[config.mk]
export PLATFORM = sky130hd
export DESIGN_NAME = bmp_pixel_stream_to_rgb565_unit
export DESIGN_NICKNAME = d
export VERILOG_FILES = /design/src/rtl/bpsr_pkg.sv /design/src/rtl/bpsr_cfg_regs.sv /design/src/rtl/bpsr_in_stage.sv /design/src/rtl/bpsr_decoder.sv /design/src/rtl/bpsr_out_reg.sv /design/src/rtl/bmp_pixel_stream_to_rgb565_unit.sv
export SDC_FILE = /design/constraint.sdc
export NUM_CORES = 1
export LEC_CHECK = 0
export ABC_AREA = 0
export BUFFER_PORTS_ARGS = -buffer_cell sky130_fd_sc_hd__buf_2
export CAP_MARGIN = 20
export CORE_AREA = 3 3 177 179
export DETAILED_ROUTE_END_ITERATION = 16
export DIE_AREA = 0 0 180 182
export PLACE_DENSITY = 0.59
export SLEW_MARGIN = 15
export SYNTH_ARGS = -nofsm -noshare
export SYNTH_HDL_FRONTEND = slang
export SYNTH_SLANG_ARGS = --single-unit
[constraint.sdc]
create_clock -name clk_i -period 7.6 [get_ports clk_i]
set_input_delay 0.76 -clock clk_i [delete_from_list [all_inputs] [get_ports clk_i]]
set_output_delay 0.76 -clock clk_i [all_outputs]
set_load 0.1 [all_outputs]
[src/rtl/bpsr_pkg.sv]
// ----------------------------------------------------------------------------
// bpsr_pkg
// Shared types and constants of the BMP pixel stream to RGB565 unit.
// ----------------------------------------------------------------------------
`default_nettype none

package bpsr_pkg;

  localparam int unsigned DimW    = 11;
  localparam int unsigned CoordW  = 16;
  localparam int unsigned ColorW  = 16;
  localparam int unsigned CfgIdxW = 4;
  localparam int unsigned CfgDatW = 16;

  typedef enum logic [1:0] {
    FMT_NONE   = 2'd0,
    FMT_BGR888 = 2'd1,
    FMT_RGB555 = 2'd2,
    FMT_RGB565 = 2'd3
  } pix_fmt_e;

  typedef enum logic [CfgIdxW-1:0] {
    REG_IMAGE_WIDTH   = 4'd0,
    REG_IMAGE_HEIGHT  = 4'd1,
    REG_PIXEL_FORMAT  = 4'd2,
    REG_ORIGIN_X      = 4'd3,
    REG_ORIGIN_Y      = 4'd4,
    REG_CENTER        = 4'd5,
    REG_WINDOW_WIDTH  = 4'd6,
    REG_WINDOW_HEIGHT = 4'd7
  } cfg_idx_e;

  typedef struct packed {
    logic [DimW-1:0]   image_width;
    logic [DimW-1:0]   image_height;
    pix_fmt_e          pixel_format;
    logic [CoordW-1:0] origin_x;
    logic [CoordW-1:0] origin_y;
    logic              center_on_screen;
    logic [CoordW-1:0] window_width;
    logic [CoordW-1:0] window_height;
  } cfg_t;

  typedef struct packed {
    logic              valid;
    logic [CoordW-1:0] pixel_x;
    logic [CoordW-1:0] pixel_y;
    logic [ColorW-1:0] color565;
    logic              last_pixel;
  } res_t;

endpackage

`default_nettype wire

[src/rtl/bpsr_cfg_regs.sv]
// ----------------------------------------------------------------------------
// bpsr_cfg_regs
// Configuration register file, written through an index and data channel.
// ----------------------------------------------------------------------------
`default_nettype none

module bpsr_cfg_regs (
  input  wire logic                         clk_i,
  input  wire logic                         rst_ni,
  input  wire logic                         cfg_valid_i,
  output logic                              cfg_ready_o,
  input  wire logic [bpsr_pkg::CfgIdxW-1:0] cfg_index_i,
  input  wire logic [bpsr_pkg::CfgDatW-1:0] cfg_data_i,
  output bpsr_pkg::cfg_t                    cfg_o
);

  bpsr_pkg::cfg_t cfg_q, cfg_d;

  assign cfg_ready_o = 1'b1;
  assign cfg_o       = cfg_q;

  always_comb begin
    cfg_d = cfg_q;
    if (cfg_valid_i) begin
      case (bpsr_pkg::cfg_idx_e'(cfg_index_i))
        bpsr_pkg::REG_IMAGE_WIDTH:   cfg_d.image_width   = cfg_data_i[bpsr_pkg::DimW-1:0];
        bpsr_pkg::REG_IMAGE_HEIGHT:  cfg_d.image_height  = cfg_data_i[bpsr_pkg::DimW-1:0];
        bpsr_pkg::REG_PIXEL_FORMAT:  cfg_d.pixel_format  = bpsr_pkg::pix_fmt_e'(cfg_data_i[1:0]);
        bpsr_pkg::REG_ORIGIN_X:      cfg_d.origin_x      = cfg_data_i;
        bpsr_pkg::REG_ORIGIN_Y:      cfg_d.origin_y      = cfg_data_i;
        bpsr_pkg::REG_CENTER:        cfg_d.center_on_screen = cfg_data_i[0];
        bpsr_pkg::REG_WINDOW_WIDTH:  cfg_d.window_width  = cfg_data_i;
        bpsr_pkg::REG_WINDOW_HEIGHT: cfg_d.window_height = cfg_data_i;
        default: ;
      endcase
    end
  end

  always_ff @(posedge clk_i or negedge rst_ni) begin
    if (!rst_ni) begin
      cfg_q <= '{image_width:      bpsr_pkg::DimW'(1),
                 image_height:     bpsr_pkg::DimW'(1),
                 pixel_format:     bpsr_pkg::FMT_NONE,
                 origin_x:         '0,
                 origin_y:         '0,
                 center_on_screen: 1'b0,
                 window_width:     '0,
                 window_height:    '0};
    end else begin
      cfg_q <= cfg_d;
    end
  end

endmodule

`default_nettype wire

[src/rtl/bpsr_in_stage.sv]
// ----------------------------------------------------------------------------
// bpsr_in_stage
// Input register for one byte word and its frame start flag.
// ----------------------------------------------------------------------------
`default_nettype none

module bpsr_in_stage (
  input  wire logic       clk_i,
  input  wire logic       rst_ni,
  input  wire logic       in_valid_i,
  output logic            in_ready_o,
  input  wire logic [7:0] in_byte_i,
  input  wire logic       in_start_i,
  input  wire logic       advance_i,
  output logic            valid_o,
  output logic [7:0]      byte_o,
  output logic            start_o
);

  logic       valid_q, valid_d;
  logic [7:0] byte_q;
  logic       start_q;
  logic       load;

  // The held word leaves in the same cycle that a new one may arrive.
  assign in_ready_o = !valid_q || advance_i;
  assign load       = in_valid_i && in_ready_o;

  always_comb begin
    valid_d = valid_q;
    if (load) begin
      valid_d = 1'b1;
    end else if (advance_i) begin
      valid_d = 1'b0;
    end
  end

  always_ff @(posedge clk_i or negedge rst_ni) begin
    if (!rst_ni) begin
      valid_q <= 1'b0;
    end else begin
      valid_q <= valid_d;
    end
  end

  always_ff @(posedge clk_i) begin
    if (load) begin
      byte_q  <= in_byte_i;
      start_q <= in_start_i;
    end
  end

  assign valid_o = valid_q;
  assign byte_o  = byte_q;
  assign start_o = start_q;

endmodule

`default_nettype wire

[src/rtl/bpsr_decoder.sv]
// ----------------------------------------------------------------------------
// bpsr_decoder
// Byte sequencing, padding skip, colour conversion and screen position.
// ----------------------------------------------------------------------------
`default_nettype none

module bpsr_decoder #(
  parameter int unsigned MAX_DIMENSION = 1024,
  parameter int unsigned SCREEN_WIDTH  = 320,
  parameter int unsigned SCREEN_HEIGHT = 240
) (
  input  wire logic       clk_i,
  input  wire logic       rst_ni,
  input  wire logic       step_i,
  input  wire logic [7:0] byte_i,
  input  wire logic       start_i,
  input  wire bpsr_pkg::cfg_t cfg_i,
  output bpsr_pkg::res_t  res_o
);

  localparam int unsigned DimW   = bpsr_pkg::DimW;
  localparam int unsigned CoordW = bpsr_pkg::CoordW;

  logic [1:0]      phase_q, phase_d;
  logic [15:0]     held_q, held_d;
  logic [DimW-1:0] col_q, col_d;
  logic [DimW-1:0] rows_q, rows_d;
  logic [1:0]      pad_q, pad_d;
  logic            done_q, done_d;

  logic [1:0]      ph;
  logic [15:0]     held;
  logic [DimW-1:0] col;
  logic [DimW-1:0] rows;
  logic [1:0]      pad;
  logic            done;

  logic            drawable;
  logic [2:0]      bpp;
  logic [2:0]      ph_next;
  logic [DimW-1:0] rows_dec;
  logic [1:0]      row_pad;
  logic [15:0]     word;
  logic [15:0]     color;
  logic signed [CoordW:0] dx, dy, hx, hy;
  logic [CoordW-1:0] ox, oy;

  assign drawable = (cfg_i.pixel_format != bpsr_pkg::FMT_NONE) &&
                    (cfg_i.image_width != '0) && (cfg_i.image_height != '0) &&
                    (32'(cfg_i.image_width) <= MAX_DIMENSION) &&
                    (32'(cfg_i.image_height) <= MAX_DIMENSION) &&
                    (CoordW'(cfg_i.image_width) <= cfg_i.window_width) &&
                    (CoordW'(cfg_i.image_height) <= cfg_i.window_height);

  // Centring halves a signed difference, rounding toward zero.
  assign dx = (CoordW+1)'(SCREEN_WIDTH) - (CoordW+1)'(cfg_i.image_width);
  assign dy = (CoordW+1)'(SCREEN_HEIGHT) - (CoordW+1)'(cfg_i.image_height);
  assign hx = (dx + (CoordW+1)'(dx[CoordW])) >>> 1;
  assign hy = (dy + (CoordW+1)'(dy[CoordW])) >>> 1;
  assign ox = cfg_i.center_on_screen ? hx[CoordW-1:0] : cfg_i.origin_x;
  assign oy = cfg_i.center_on_screen ? hy[CoordW-1:0] : cfg_i.origin_y;

  assign bpp = (cfg_i.pixel_format == bpsr_pkg::FMT_BGR888) ? 3'd3 : 3'd2;
  // Row length in bytes modulo four decides how much padding follows.
  assign row_pad = (cfg_i.pixel_format == bpsr_pkg::FMT_BGR888) ?
                   cfg_i.image_width[1:0] : {cfg_i.image_width[0], 1'b0};

  always_comb begin
    ph   = phase_q;
    held = held_q;
    col  = col_q;
    rows = rows_q;
    pad  = pad_q;
    done = done_q;
    if (start_i) begin
      ph   = '0;
      held = '0;
      col  = '0;
      pad  = '0;
      rows = cfg_i.image_height;
      done = !drawable;
    end
  end

  assign ph_next  = {1'b0, ph} + 3'd1;
  assign rows_dec = (rows != '0) ? rows - DimW'(1) : '0;
  assign word     = {byte_i, held[7:0]};

  always_comb begin
    case (cfg_i.pixel_format)
      bpsr_pkg::FMT_BGR888: color = {byte_i[7:3], held[15:10], held[7:3]};
      bpsr_pkg::FMT_RGB555: color = {word[14:5], 1'b0, word[4:0]};
      default:              color = word;
    endcase
  end

  always_comb begin
    phase_d = ph;
    held_d  = held;
    col_d   = col;
    rows_d  = rows;
    pad_d   = pad;
    done_d  = done;

    res_o            = '0;
    res_o.pixel_x    = ox + CoordW'(col);
    res_o.pixel_y    = oy + CoordW'(rows_dec);
    res_o.color565   = color;

    if (!done && (cfg_i.pixel_format != bpsr_pkg::FMT_NONE)) begin
      if (pad != '0) begin
        pad_d = pad - 2'd1;
        if (pad == 2'd1) begin
          rows_d = rows_dec;
          if (rows_dec == '0) begin
            done_d = 1'b1;
          end
        end
      end else if (ph_next < bpp) begin
        held_d  = (ph == 2'd0) ? {8'h00, byte_i} : word;
        phase_d = ph_next[1:0];
      end else begin
        res_o.valid = 1'b1;
        phase_d     = '0;
        held_d      = '0;
        if (({1'b0, col} + (DimW+1)'(1)) >= {1'b0, cfg_i.image_width}) begin
          col_d = '0;
          if (rows <= DimW'(1)) begin
            rows_d           = '0;
            done_d           = 1'b1;
            res_o.last_pixel = 1'b1;
          end else if (row_pad != '0) begin
            pad_d = row_pad;
          end else begin
            rows_d = rows - DimW'(1);
          end
        end else begin
          col_d = col + DimW'(1);
        end
      end
    end
  end

  always_ff @(posedge clk_i or negedge rst_ni) begin
    if (!rst_ni) begin
      phase_q <= '0;
      held_q  <= '0;
      col_q   <= '0;
      rows_q  <= '0;
      pad_q   <= '0;
      done_q  <= 1'b1;
    end else if (step_i) begin
      phase_q <= phase_d;
      held_q  <= held_d;
      col_q   <= col_d;
      rows_q  <= rows_d;
      pad_q   <= pad_d;
      done_q  <= done_d;
    end
  end

  a_phase_range: assert property (@(posedge clk_i) disable iff (!rst_ni)
    phase_q != 2'd3)
    else $error("byte phase reached an unused value");

  a_pad_at_row_start: assert property (@(posedge clk_i) disable iff (!rst_ni)
    (pad_q != '0) |-> (col_q == '0 && phase_q == '0))
    else $error("padding skipped in the middle of a row");

  a_done_after_last: assert property (@(posedge clk_i) disable iff (!rst_ni)
    (step_i && res_o.valid && res_o.last_pixel) |=> done_q)
    else $error("image not closed after its last pixel");

endmodule

`default_nettype wire

[src/rtl/bpsr_out_reg.sv]
// ----------------------------------------------------------------------------
// bpsr_out_reg
// Result register that holds one pixel word until the receiver takes it.
// ----------------------------------------------------------------------------
`default_nettype none

module bpsr_out_reg (
  input  wire logic           clk_i,
  input  wire logic           rst_ni,
  input  wire logic           load_i,
  input  wire bpsr_pkg::res_t res_i,
  input  wire logic           out_ready_i,
  output logic                free_o,
  output logic                out_valid_o,
  output logic [bpsr_pkg::CoordW-1:0] pixel_x_o,
  output logic [bpsr_pkg::CoordW-1:0] pixel_y_o,
  output logic [bpsr_pkg::ColorW-1:0] color565_o,
  output logic                last_pixel_o
);

  logic           valid_q, valid_d;
  bpsr_pkg::res_t res_q;
  logic           take;

  assign free_o = !valid_q || out_ready_i;
  assign take   = load_i && res_i.valid;

  always_comb begin
    valid_d = valid_q;
    if (take) begin
      valid_d = 1'b1;
    end else if (out_ready_i) begin
      valid_d = 1'b0;
    end
  end

  always_ff @(posedge clk_i or negedge rst_ni) begin
    if (!rst_ni) begin
      valid_q <= 1'b0;
    end else begin
      valid_q <= valid_d;
    end
  end

  always_ff @(posedge clk_i) begin
    if (take) begin
      res_q <= res_i;
    end
  end

  assign out_valid_o  = valid_q;
  assign pixel_x_o    = res_q.pixel_x;
  assign pixel_y_o    = res_q.pixel_y;
  assign color565_o   = res_q.color565;
  assign last_pixel_o = res_q.last_pixel;

endmodule

`default_nettype wire

[src/rtl/bmp_pixel_stream_to_rgb565_unit.sv]
// ----------------------------------------------------------------------------
// bmp_pixel_stream_to_rgb565_unit
// Converts uncompressed BMP pixel bytes into a stream of RGB565 screen pixels.
// ----------------------------------------------------------------------------
// Usage:
//   The slave stream carries one pixel-data byte per word; tuser set marks
//   the first byte of an image and restarts the row and column counters.
//   Header values (size, format, origin, window) are written beforehand on
//   the configuration channel, which is always ready.
//   The master stream carries one pixel per word with its screen position;
//   tlast marks the final pixel of the image. Padding bytes, bytes after the
//   last pixel and bytes of an image that cannot be drawn produce nothing.
// Throughput and datapath:
//   One byte is taken every cycle while the receiver does not stall. A
//   byte is held in the input register and then decoded into the result
//   register, where the pixel word is valid once its last byte is decoded.
//   The rate is set by the single decode step between those two registers.
// Reset and stall:
//   Reset empties both registers and leaves the decoder idle until the next
//   frame start. When the receiver stalls, the result register holds its
//   word and the input register fills; tready then drops until space frees.
// ----------------------------------------------------------------------------
`default_nettype none

module bmp_pixel_stream_to_rgb565_unit #(
  parameter int unsigned MAX_DIMENSION = 1024,
  parameter int unsigned SCREEN_WIDTH  = 320,
  parameter int unsigned SCREEN_HEIGHT = 240
) (
  input  wire logic        clk_i,
  input  wire logic        rst_ni,
  input  wire logic        s_axis_tvalid_i,
  output logic             s_axis_tready_o,
  input  wire logic [7:0]  s_axis_tdata_i,   // [7:0] data_byte
  input  wire logic        s_axis_tuser_i,   // [0] frame_start
  output logic             m_axis_tvalid_o,
  input  wire logic        m_axis_tready_i,
  output logic [47:0]      m_axis_tdata_o,   // [15:0] pixel_x, [31:16] pixel_y,
                                             // [47:32] color565
  output logic             m_axis_tlast_o,   // last_pixel
  input  wire logic        cfg_valid_i,
  output logic             cfg_ready_o,
  input  wire logic [bpsr_pkg::CfgIdxW-1:0] cfg_index_i,
  input  wire logic [bpsr_pkg::CfgDatW-1:0] cfg_data_i
);

  bpsr_pkg::cfg_t cfg;
  bpsr_pkg::res_t res;

  logic       in_valid;
  logic [7:0] in_byte;
  logic       in_start;
  logic       out_free;
  logic       advance;

  assign advance = in_valid && out_free;

  bpsr_cfg_regs u_cfg (
    .clk_i       (clk_i),
    .rst_ni      (rst_ni),
    .cfg_valid_i (cfg_valid_i),
    .cfg_ready_o (cfg_ready_o),
    .cfg_index_i (cfg_index_i),
    .cfg_data_i  (cfg_data_i),
    .cfg_o       (cfg)
  );

  bpsr_in_stage u_in (
    .clk_i      (clk_i),
    .rst_ni     (rst_ni),
    .in_valid_i (s_axis_tvalid_i),
    .in_ready_o (s_axis_tready_o),
    .in_byte_i  (s_axis_tdata_i),
    .in_start_i (s_axis_tuser_i),
    .advance_i  (advance),
    .valid_o    (in_valid),
    .byte_o     (in_byte),
    .start_o    (in_start)
  );

  bpsr_decoder #(
    .MAX_DIMENSION (MAX_DIMENSION),
    .SCREEN_WIDTH  (SCREEN_WIDTH),
    .SCREEN_HEIGHT (SCREEN_HEIGHT)
  ) u_dec (
    .clk_i   (clk_i),
    .rst_ni  (rst_ni),
    .step_i  (advance),
    .byte_i  (in_byte),
    .start_i (in_start),
    .cfg_i   (cfg),
    .res_o   (res)
  );

  bpsr_out_reg u_out (
    .clk_i        (clk_i),
    .rst_ni       (rst_ni),
    .load_i       (advance),
    .res_i        (res),
    .out_ready_i  (m_axis_tready_i),
    .free_o       (out_free),
    .out_valid_o  (m_axis_tvalid_o),
    .pixel_x_o    (m_axis_tdata_o[15:0]),
    .pixel_y_o    (m_axis_tdata_o[31:16]),
    .color565_o   (m_axis_tdata_o[47:32]),
    .last_pixel_o (m_axis_tlast_o)
  );

endmodule

`default_nettype wire

==> results_dict.tcl, run 1 <==
set metrics [dict create \
    synth_top_cell_area_share_pct 27.2 \
    post-place-ws_ns 2.31 \
    hold_violations 0 \
    ys_ff_latch 190 \
    drcViolationCount 0 \
    drive_gt1_share_pct 19.9 \
    postRouteAntennaNets 0 \
    num_rows 63 \
    clk_latency_ns 0.45 \
    fill_cells 2855 \
    cts_buffer_depth 2 \
    top_usage_layer "met2" \
    routed_via_density 5.63 \
    path_buf_inv 1 \
    path_delay_family "compound AO/OA/AOI/OAI gates" \
    min_path_type "primary input to async pin" \
    crit_chain "mux2i_1, ha_1, nor4bb_1, a22oi_1, nor2_1, or2_2, inv_1, ha_1, a21o_1, a21oi_1, o21a_1, o31ai_1, o41ai_1, a211oi_1, xnor2_1, o22ai_1" \
    synth-seq-area-share_pct 42.5 \
    synth.distinct_cells 92 \
    grt_start_max_net_pins 74 \
    cp_common_cell "ha_1" \
    yosysMostFrequentCell "dfrtp_1" \
    async_flop_share_pct 69.5 \
    dp_hpwl_mm 23.3 \
    instances_no_fill 1642 \
    antenna_found_initial 0 \
    cp.required_ns 7.80 \
    tightest_slew_ns 0.966 \
    first_pass_iters 5 \
    cts_root_buffer "clkbuf_16" \
    drv_cap 0 \
    p_per_area_mw_per_mm2 290 \
    syn_avg_cell_area_um2 10.0 \
    criticalPathCategory "flop to flop" \
    skew_ns 0.0134 \
    ctsHoldBuffers 0 \
    synth_cells 1183 \
    dieHeight_um 182 \
    placed_area_mm2 0.0126 \
    end_kind "flop" \
    p_leak_nw 5.52 \
    fin_area_mm2 0.0133 \
    syn_to_final_growth_pct 11.5 \
    ioPinCount 86 \
    ys_warn_count 0 \
    netlist_area_mm2 0.0119 \
    ctsResizeCount 0 \
    fin_nets 1342 \
    gr-usage-met1_pct 27.5 \
    h-tree-depth 4 \
    synth_enable_flop_cells 58 \
    wire_per_inst_um 19.6 \
    ys.flop_type "dfrtp_1" \
    clock_sinks 190 \
    die_w_um 180 \
    dp.cells 1610 \
    ir_drop_uv 158 \
    port_buffers 84 \
    numCtsBuffers 17 \
    rsz0062_at_grt "no" \
    start_util_pct 40.0 \
    coreArea_mm2 0.0297 \
    grt_pass1_wl_mm 51.4 \
    cp_max_fo 13 \
    overflow 0 \
    setup_slack_ns 2.32 \
    finalSetupViolations 0 \
    synth_top_area_cell "dfrtp_1" \
    globalplace.congestion 0.922 \
    wl_mm 32.2 \
    grt_util_all_layers_pct 19.7 \
    synth_fp_nets 1286 \
    num_vias 9242 \
    n_antenna_cell 0 \
    critPathMaxStageDelay_ns 0.77 \
    startpoint_type "flop" \
    max_slew_margin_pct 35.6 \
    period_share_pct 69.4 \
    status "finished, final reports clean" \
    fmax_ghz 0.189 \
    min_period_ns 5.28 \
    ys_top_cells_by_area "dfrtp_1 (27%), edfxtp_1 (15%), mux2_2 (7.6%)" \
    critPathArrivalTime_ns 5.47 \
    slew_viol_final 0 \
    grt_pass1_vias 9159 \
    crit_path_top_delay_cell "o41ai_1" \
    setup_tns_ns 0 \
    yosys-top-cells-count "dfrtp_1 (129), nor2_1 (93), mux2_2 (80), nand2_1 (80), a21oi_1 (68)" \
    die_area_mm2 0.0328 \
    grtUsageMet2_pct 31.8 \
    postCtsSetupRepairBufs 0 \
    clk_pin_slew_ns 0.08 \
    cts_tree "done" \
    initialDrtViolationCount 876 \
    globalRouteMet3Util_pct 3.31 \
]
==> through the flow <==
step | hold slack (ns) | total power [W] | utilization [%]
floorplan | 0.464 | 0.00254 | -
global placement | 0.477 | 0.00289 | 42.5
detailed placement | 0.482 | 0.00291 | 42.5
CTS | 0.416 | 0.00387 | 44.6
global route | 0.444 | 0.00410 | 44.6
finish | 0.398 | 0.00384 | 44.6
==> flip-flops by register name, summed over array words and instances, names as in the netlist <==
name,cells
u_dec.held_q,14
u_cfg.cfg_o,89
u_dec.pad_q,2
u_in.start_o,1
u_dec.col_q,11
u_dec.phase_q,2
u_dec.rows_q,11
u_out.pixel_y_o,16
u_in.valid_o,1
u_dec.done_q,1
u_in.byte_o,8
u_out.pixel_x_o,16
u_out.out_valid_o,1
u_out.color565_o,16
u_out.last_pixel_o,1
==> path summary, 6_finish.rpt <==
path                                            end              start  depth (start not counted)  slack [ns]
min in group clk_i                   u_in.byte_o[1]  s_axis_tdata_i[1]                          1        0.48
worst max register to register  u_out.pixel_y_o[13]    u_cfg.cfg_o[68]                         16        2.32
worst max-delay path            u_out.pixel_y_o[13]    u_cfg.cfg_o[68]                         16        2.32
worst min register to register      u_dec.held_q[0]    u_dec.held_q[0]                          1        0.50
worst min-delay path                u_cfg.cfg_o[30]             rst_ni                          1        0.40
max in group asynchronous            u_dec.col_q[1]             rst_ni                          2        5.72
==> placed cells by master (no fill, tap or decap), types with 9 or more instances in the layout <==
cell type  count
inv_1         65
nand2b_1      14
nor2_1        92
nand3_1       32
a21oi_1       68
mux2_2        80
o21ai_0       53
buf_4          9
and2_1         9
ha_1          67
nor3_1        21
a22oi_1       12
nand4_1        9
mux2i_1       13
clkbuf_16     18
a22o_1        16
nand2_1       80
buf_2         83
xnor2_1       48
xor2_1        23
a32o_1        11
nor2b_1       21
a21o_1        10
dfrtp_1      129
edfxtp_1      58
==> cells by family after synthesis <==
| logic type | synth area share, % |
|---|---|
| AND/OR/NAND/NOR | 14.6 |
| AO/OA/AOI/OAI | 17.3 |
| flip-flops | 42.5 |
| buffers and inverters | 4.07 |
| multiplexers | 8.67 |
| XOR/XNOR | 5.37 |
| adder cells (fa/ha/maj) | 7.39 |
| other | 0.0316 |
==> cell type report <==
class | count | area [um2] | area share, %
repair buffers | 92 | 483 | 3.64
inverters | 67 | 251 | 1.90
flip-flops and latches | 190 | 5050 | 38.1
well taps | 390 | 488 | 3.68
multi-input cells | 871 | 6360 | 48.0
clock inverters | 12 | 153 | 1.15
clock buffers | 20 | 468 | 3.53
==> report_power, final <==
group | internal (W) | total (W) | switching, W | leakage [nW]
sequential | 0.00126 | 0.00146 | 0.000198 | 2.17
combinational | 0.000613 | 0.00145 | 0.000836 | 3.05
clock | 0.000475 | 0.000937 | 0.000462 | 0.303
==> per-layer routing <==
| layer | wire length [um] | share of wire (%) |
|---|---|---|
| met5 | 0 | 0 |
| met4 | 550 | 1.7 |
| met3 | 1370 | 4.2 |
| met2 | 15000 | 47 |
| met1 | 15300 | 47 |
No activity file was read; power rests on OpenSTA's default activity.
==> run 2: changes to the inputs <==
- ABC_AREA: 0 -> 1
- CORE_AREA: 3 3 177 179 -> 3 3 180 182
- DIE_AREA: 0 0 180 182 -> 0 0 183 185
- clock period: 7.6 -> 4.9 ns (I/O delays scaled with it)
==> results_dict.tcl, run 2 <==
set metrics [dict create \
    status "finished, final reports clean" \
    skew_ns 0.0135 \
    num_rows 64 \
    synth_enable_flop_cells 58 \
    dp.cells 2109 \
    cp_common_cell "nand2_1" \
    synth_top_area_cell "dfrtp_1" \
    syn_to_final_growth_pct 11.2 \
    initialDrtViolationCount 820 \
    coreArea_mm2 0.0307 \
    end_kind "flop" \
    max_slew_margin_pct 31.8 \
    critPathMaxStageDelay_ns 0.56 \
    clk_latency_ns 0.45 \
    netlist_area_mm2 0.0123 \
    min_path_type "primary input to async pin" \
    ys.flop_type "dfrtp_1" \
    ir_drop_uv 256 \
    start_util_pct 39.9 \
    synth_top_cell_area_share_pct 26.3 \
    ctsHoldBuffers 0 \
    critPathArrivalTime_ns 4.38 \
    cts_root_buffer "clkbuf_16" \
    p_leak_nw 7.05 \
    fmax_ghz 0.240 \
    synth_cells 1671 \
    synth.distinct_cells 48 \
    tightest_slew_ns 1.02 \
    min_period_ns 4.18 \
    first_pass_iters 5 \
    final_cell_mix "nand2_1 (556), inv_1 (182), o21ai_0 (146)" \
    yosys-top-cells-count "nand2_1 (556), inv_1 (182), o21ai_0 (146)" \
    overflow 0 \
    cts_tree "done" \
    crit_path_top_delay_cell "dfstp_2" \
    clock_sinks 190 \
    num_vias 11000 \
    wl_mm 34.2 \
    p_per_area_mw_per_mm2 444 \
    fin_nets 1836 \
    slew_viol_final 0 \
    final_common_cell "nand2_1" \
    ioPinCount 86 \
    antenna_found_initial 0 \
    port_buffers 84 \
    yosysMostFrequentCell "nand2_1" \
    syn_avg_cell_area_um2 7.35 \
    grt_util_all_layers_pct 20.5 \
    dp_hpwl_mm 25.4 \
    die_w_um 183 \
    grt_pass1_wl_mm 55.6 \
    r2r_slack_ns 0.72 \
    routed_via_density 5.14 \
    holdWs_ns 0.0831 \
    power_w 0.00606 \
    ctsResizeCount 0 \
    fin_util_pct 44.4 \
    multi_input_area_mm2 0.00627 \
    synth-seq-area-share_pct 41.1 \
    drcViolationCount 0 \
    instances_no_fill 2142 \
    numCtsBuffers 17 \
    rsz0062_at_grt "no" \
    ys_top_cells_by_area "dfrtp_1 (26%), nand2_1 (17%), edfxtp_1 (14%)" \
    grt_start_max_net_pins 97 \
    cp.required_ns 5.11 \
    cts_buffer_depth 2 \
    postRouteAntennaNets 0 \
    criticalPathCategory "flop to flop" \
    clk_pin_slew_ns 0.08 \
    globalplace.congestion 0.899 \
    async_flop_share_pct 69.5 \
    startpoint_type "flop" \
    fill_cells 3179 \
    setup_tns_ns 0 \
    cp_max_fo 5 \
    seq_area_mm2 0.00505 \
    path_buf_inv 4 \
    die_area_mm2 0.0339 \
    ys_ff_latch 190 \
    postCtsSetupRepairBufs 0 \
    hold_violations 0 \
    ys_warn_count 0 \
    dieHeight_um 185 \
    drive_gt1_share_pct 10.1 \
    drv_cap 0 \
    h-tree-depth 4 \
    largest_reg_flops 89 \
    wire_per_inst_um 15.9 \
    synth_fp_nets 1774 \
    finalSetupViolations 0 \
    n_antenna_cell 0 \
    period_share_pct 85.2 \
    grt_pass1_vias 10500 \
    path_delay_family "simple AND/OR/NAND/NOR gates" \
]
## run 2: cell count changes after synthesis, sizes merged, moves of 39 or more
| cell | change |
|---|---|
| o21ai | +101 |
| nand3 | +86 |
| nor2 | +39 |
| mux2 | -80 |
| xnor2 | -40 |
| nand2 | +484 |
| inv | +126 |
## run 2: cell type report
| type | count | share of cell area (%) |
|---|---|---|
| inverters | 193 | 5.31 |
| clock inverters | 12 | 0.852 |
| clock buffers | 20 | 3.51 |
| repair buffers | 95 | 3.78 |
| well taps | 396 | 3.63 |
| multi-input cells | 1236 | 45.9 |
| flip-flops and latches | 190 | 37.0 |
## run 2: worst paths after layout
check,startpoint,end,depth (start not counted)
max,u_cfg.cfg_o[67],u_out.pixel_y_o[15],26
min,rst_ni,u_dec.rows_q[3],1
max reg2reg,u_cfg.cfg_o[67],u_out.pixel_y_o[15],26
min reg2reg,u_dec.held_q[4],u_dec.held_q[4],2
max in group asynchronous,rst_ni,u_dec.col_q[3],2
min in group clk_i,s_axis_tdata_i[0],u_in.byte_o[0],1
## run 2: through the flow
step / setup WS (ns) / cell area, um2
5_1_grt: 0.163 / 13700
2_1_floorplan: 0.703 / 12300
6_report: 0.725 / 13700
3_5_place_dp: 0.722 / 13000
4_1_cts: 0.728 / 13600
3_3_place_gp: 0.908 / 13000
## run 2: logic make-up (layout without fill, tap and decap cells)
group                    after synthesis  in the layout  share of synthesized area, %
buffers and inverters                245            320                          7.83
other                                  1              1                        0.0306
flip-flops                           190            190                          41.1
XOR/XNOR                              46             46                          3.28
adder cells (fa/ha/maj)               69             69                          7.16
AO/OA/AOI/OAI                        268            268                          11.9
AND/OR/NAND/NOR                      852            852                          28.7
## run 2: routing by layer
layer | track usage (%) | vias to the layer above | wire length, um
met3 | 2.65 | 40 | 1410
met5 | 0 | - | 0
met2 | 33.8 | 264 | 16000
li1 | - | 5553 | -
met4 | 6.15 | 0 | 665
met1 | 28.5 | 5149 | 16000
## run 2: where the power goes
part | switching [W] | internal (W)
combinational | 0.00162 | 0.000836
clock | 0.000673 | 0.000772
sequential | 0.000204 | 0.00196
==> run 3: changes to the inputs <==
- ABC_AREA: 1 -> not set
- CORE_AREA: 3 3 180 182 -> 3 3 167 169
- DIE_AREA: 0 0 183 185 -> 0 0 170 172
- PLACE_DENSITY: 0.59 -> 0.65
==> results_dict.tcl, run 3 (synthesis results as in run 1) <==
set metrics [dict create \
    period_share_pct 92.9 \
    antenna_found_initial 0 \
    status "finished, final reports clean" \
    wl_mm 31.3 \
    fill_cells 2512 \
    wire_per_inst_um 19.4 \
    ioPinCount 86 \
    num_rows 60 \
    fmax_ghz 0.220 \
    tightest_slew_ns 0.776 \
    min_period_ns 4.55 \
    clock_sinks 190 \
    max_slew_margin_pct 48.3 \
    fin_nets 1363 \
    h-tree-depth 4 \
    cts_root_buffer "clkbuf_16" \
    grt_pass1_vias 9003 \
    drcViolationCount 0 \
    skew_ns 0.0173 \
    drv_cap 0 \
    instances_no_fill 1614 \
    ir_drop_uv 215 \
    first_pass_iters 5 \
    p_leak_nw 5.63 \
    critPathArrivalTime_ns 4.74 \
    slew_viol_final 0 \
    criticalPathCategory "flop to flop" \
    end_kind "flop" \
    postRouteAntennaNets 0 \
    dieHeight_um 172 \
    num_vias 9365 \
    grt_pass1_wl_mm 49.9 \
    cp.required_ns 5.08 \
    globalplace.congestion 0.926 \
    cts_tree "done" \
    overflow 0 \
    coreArea_mm2 0.0267 \
    finalSetupViolations 0 \
    drive_gt1_share_pct 21.5 \
    largest_reg_flops 89 \
    p_per_area_mw_per_mm2 449 \
    port_buffers 84 \
    die_w_um 170 \
    cts_buffer_depth 2 \
    final_common_cell "dfrtp_1" \
    rsz0062_at_grt "no" \
    dp_hpwl_mm 22.8 \
    initialDrtViolationCount 682 \
    min_path_type "primary input to async pin" \
    postCtsSetupRepairBufs 0 \
    start_util_pct 44.5 \
    final_cell_mix "dfrtp_1 (128), nor2_1 (92), buf_2 (83)" \
    clk_pin_slew_ns 0.08 \
    dp.cells 1582 \
    setup_tns_ns 0 \
    startpoint_type "flop" \
    grt_start_max_net_pins 58 \
    n_antenna_cell 0 \
    numCtsBuffers 17 \
    grt_util_all_layers_pct 21.8 \
    clk_latency_ns 0.45 \
    die_area_mm2 0.0292 \
    hold_violations 0 \
    cp_max_fo 7 \
    syn_to_final_growth_pct 12.6 \
    routed_via_density 5.80 \
]
## run 3: worst paths after layout
path                                        start             endpoint  cells past startpoint  slack [ns]
worst max-delay path              u_cfg.cfg_o[67]  u_out.pixel_y_o[15]                     17        0.35
worst min-delay path                       rst_ni      u_cfg.cfg_o[62]                      1        0.04
worst max register to register    u_cfg.cfg_o[67]  u_out.pixel_y_o[15]                     17        0.35
worst min register to register    u_dec.held_q[0]      u_dec.held_q[0]                      1        0.50
max in group asynchronous                  rst_ni      u_dec.held_q[4]                      2        3.82
min in group clk_i              s_axis_tdata_i[4]       u_in.byte_o[4]                      1        0.24
## run 3: metrics by stage
| stage | area, um2 | hold WS (ns) | utilization [%] | total power, W | setup WS [ns] |
|---|---|---|---|---|---|
| after floorplan | 11900 | 0.194 | - | 0.00393 | 0.131 |
| after global placement | 12800 | 0.479 | 47.7 | 0.00452 | 0.354 |
| after detailed placement | 12800 | 0.483 | 47.7 | 0.00456 | 0.322 |
| after CTS | 13400 | 0.0448 | 50.0 | 0.00602 | 0.284 |
| after global routing | 13400 | 0.0446 | 50.1 | 0.00641 | 0.0308 |
| final | 13400 | 0.0365 | 50.1 | 0.00601 | 0.346 |
## run 3: where the power goes
| part | leakage, nW | internal, W | switching, W | total (W) |
|---|---|---|---|---|
| Combinational | 3.16 | 0.00100 | 0.00138 | 0.00238 |
| Clock | 0.298 | 0.000700 | 0.000734 | 0.00143 |
| Sequential | 2.17 | 0.00195 | 0.000241 | 0.00219 |
| Total | 5.63 | 0.00365 | 0.00235 | 0.00601 |
## run 3: final cells by class
cell class / instances / area [um2] / share of cell area, %
Timing Repair Buffer: 113 / 666 / 4.97
Sequential cell: 190 / 5050 / 37.7
Multi-Input combinational cell: 871 / 6380 / 47.6
Tap cell: 341 / 427 / 3.19
Inverter: 67 / 251 / 1.88
Clock inverter: 15 / 191 / 1.43
Clock buffer: 17 / 425 / 3.18
## run 3: timing repair
action | 4_1_cts | 5_1_grt
resized for setup | 0 | 3
hold buffers | 0 | 0
setup endpoints to repair | 0 | 4
endpoints found under the hold margin | 0 | 0
## run 3: metal layers
layer  vias up  routed length [um]  global-route usage, %  share of wire [%]
met4         0                 463                   5.82                1.5
met1      4580               14900                   31.4                 48
met3        27                1410                   3.34                4.5
met2       268               14500                   34.7                 46
li1       4490                   -                      -                  -
met5         -                   0                      0                  0
## run 3: critical path: stages (launching register included)
cell and delay (ns):
dfstp_2 0.59, inv_1 0.13, ha_1 0.31, nor3b_2 0.24, nor2b_1 0.30, mux2_2 0.37
o21ai_1 0.20, nand2_1 0.12, xor2_1 0.18, mux2_2 0.28, ha_1 0.35, nand3_1 0.09
o31ai_1 0.33, o41ai_1 0.11, buf_4 0.17, a211oi_1 0.28, xnor2_1 0.15, o22ai_1 0.10
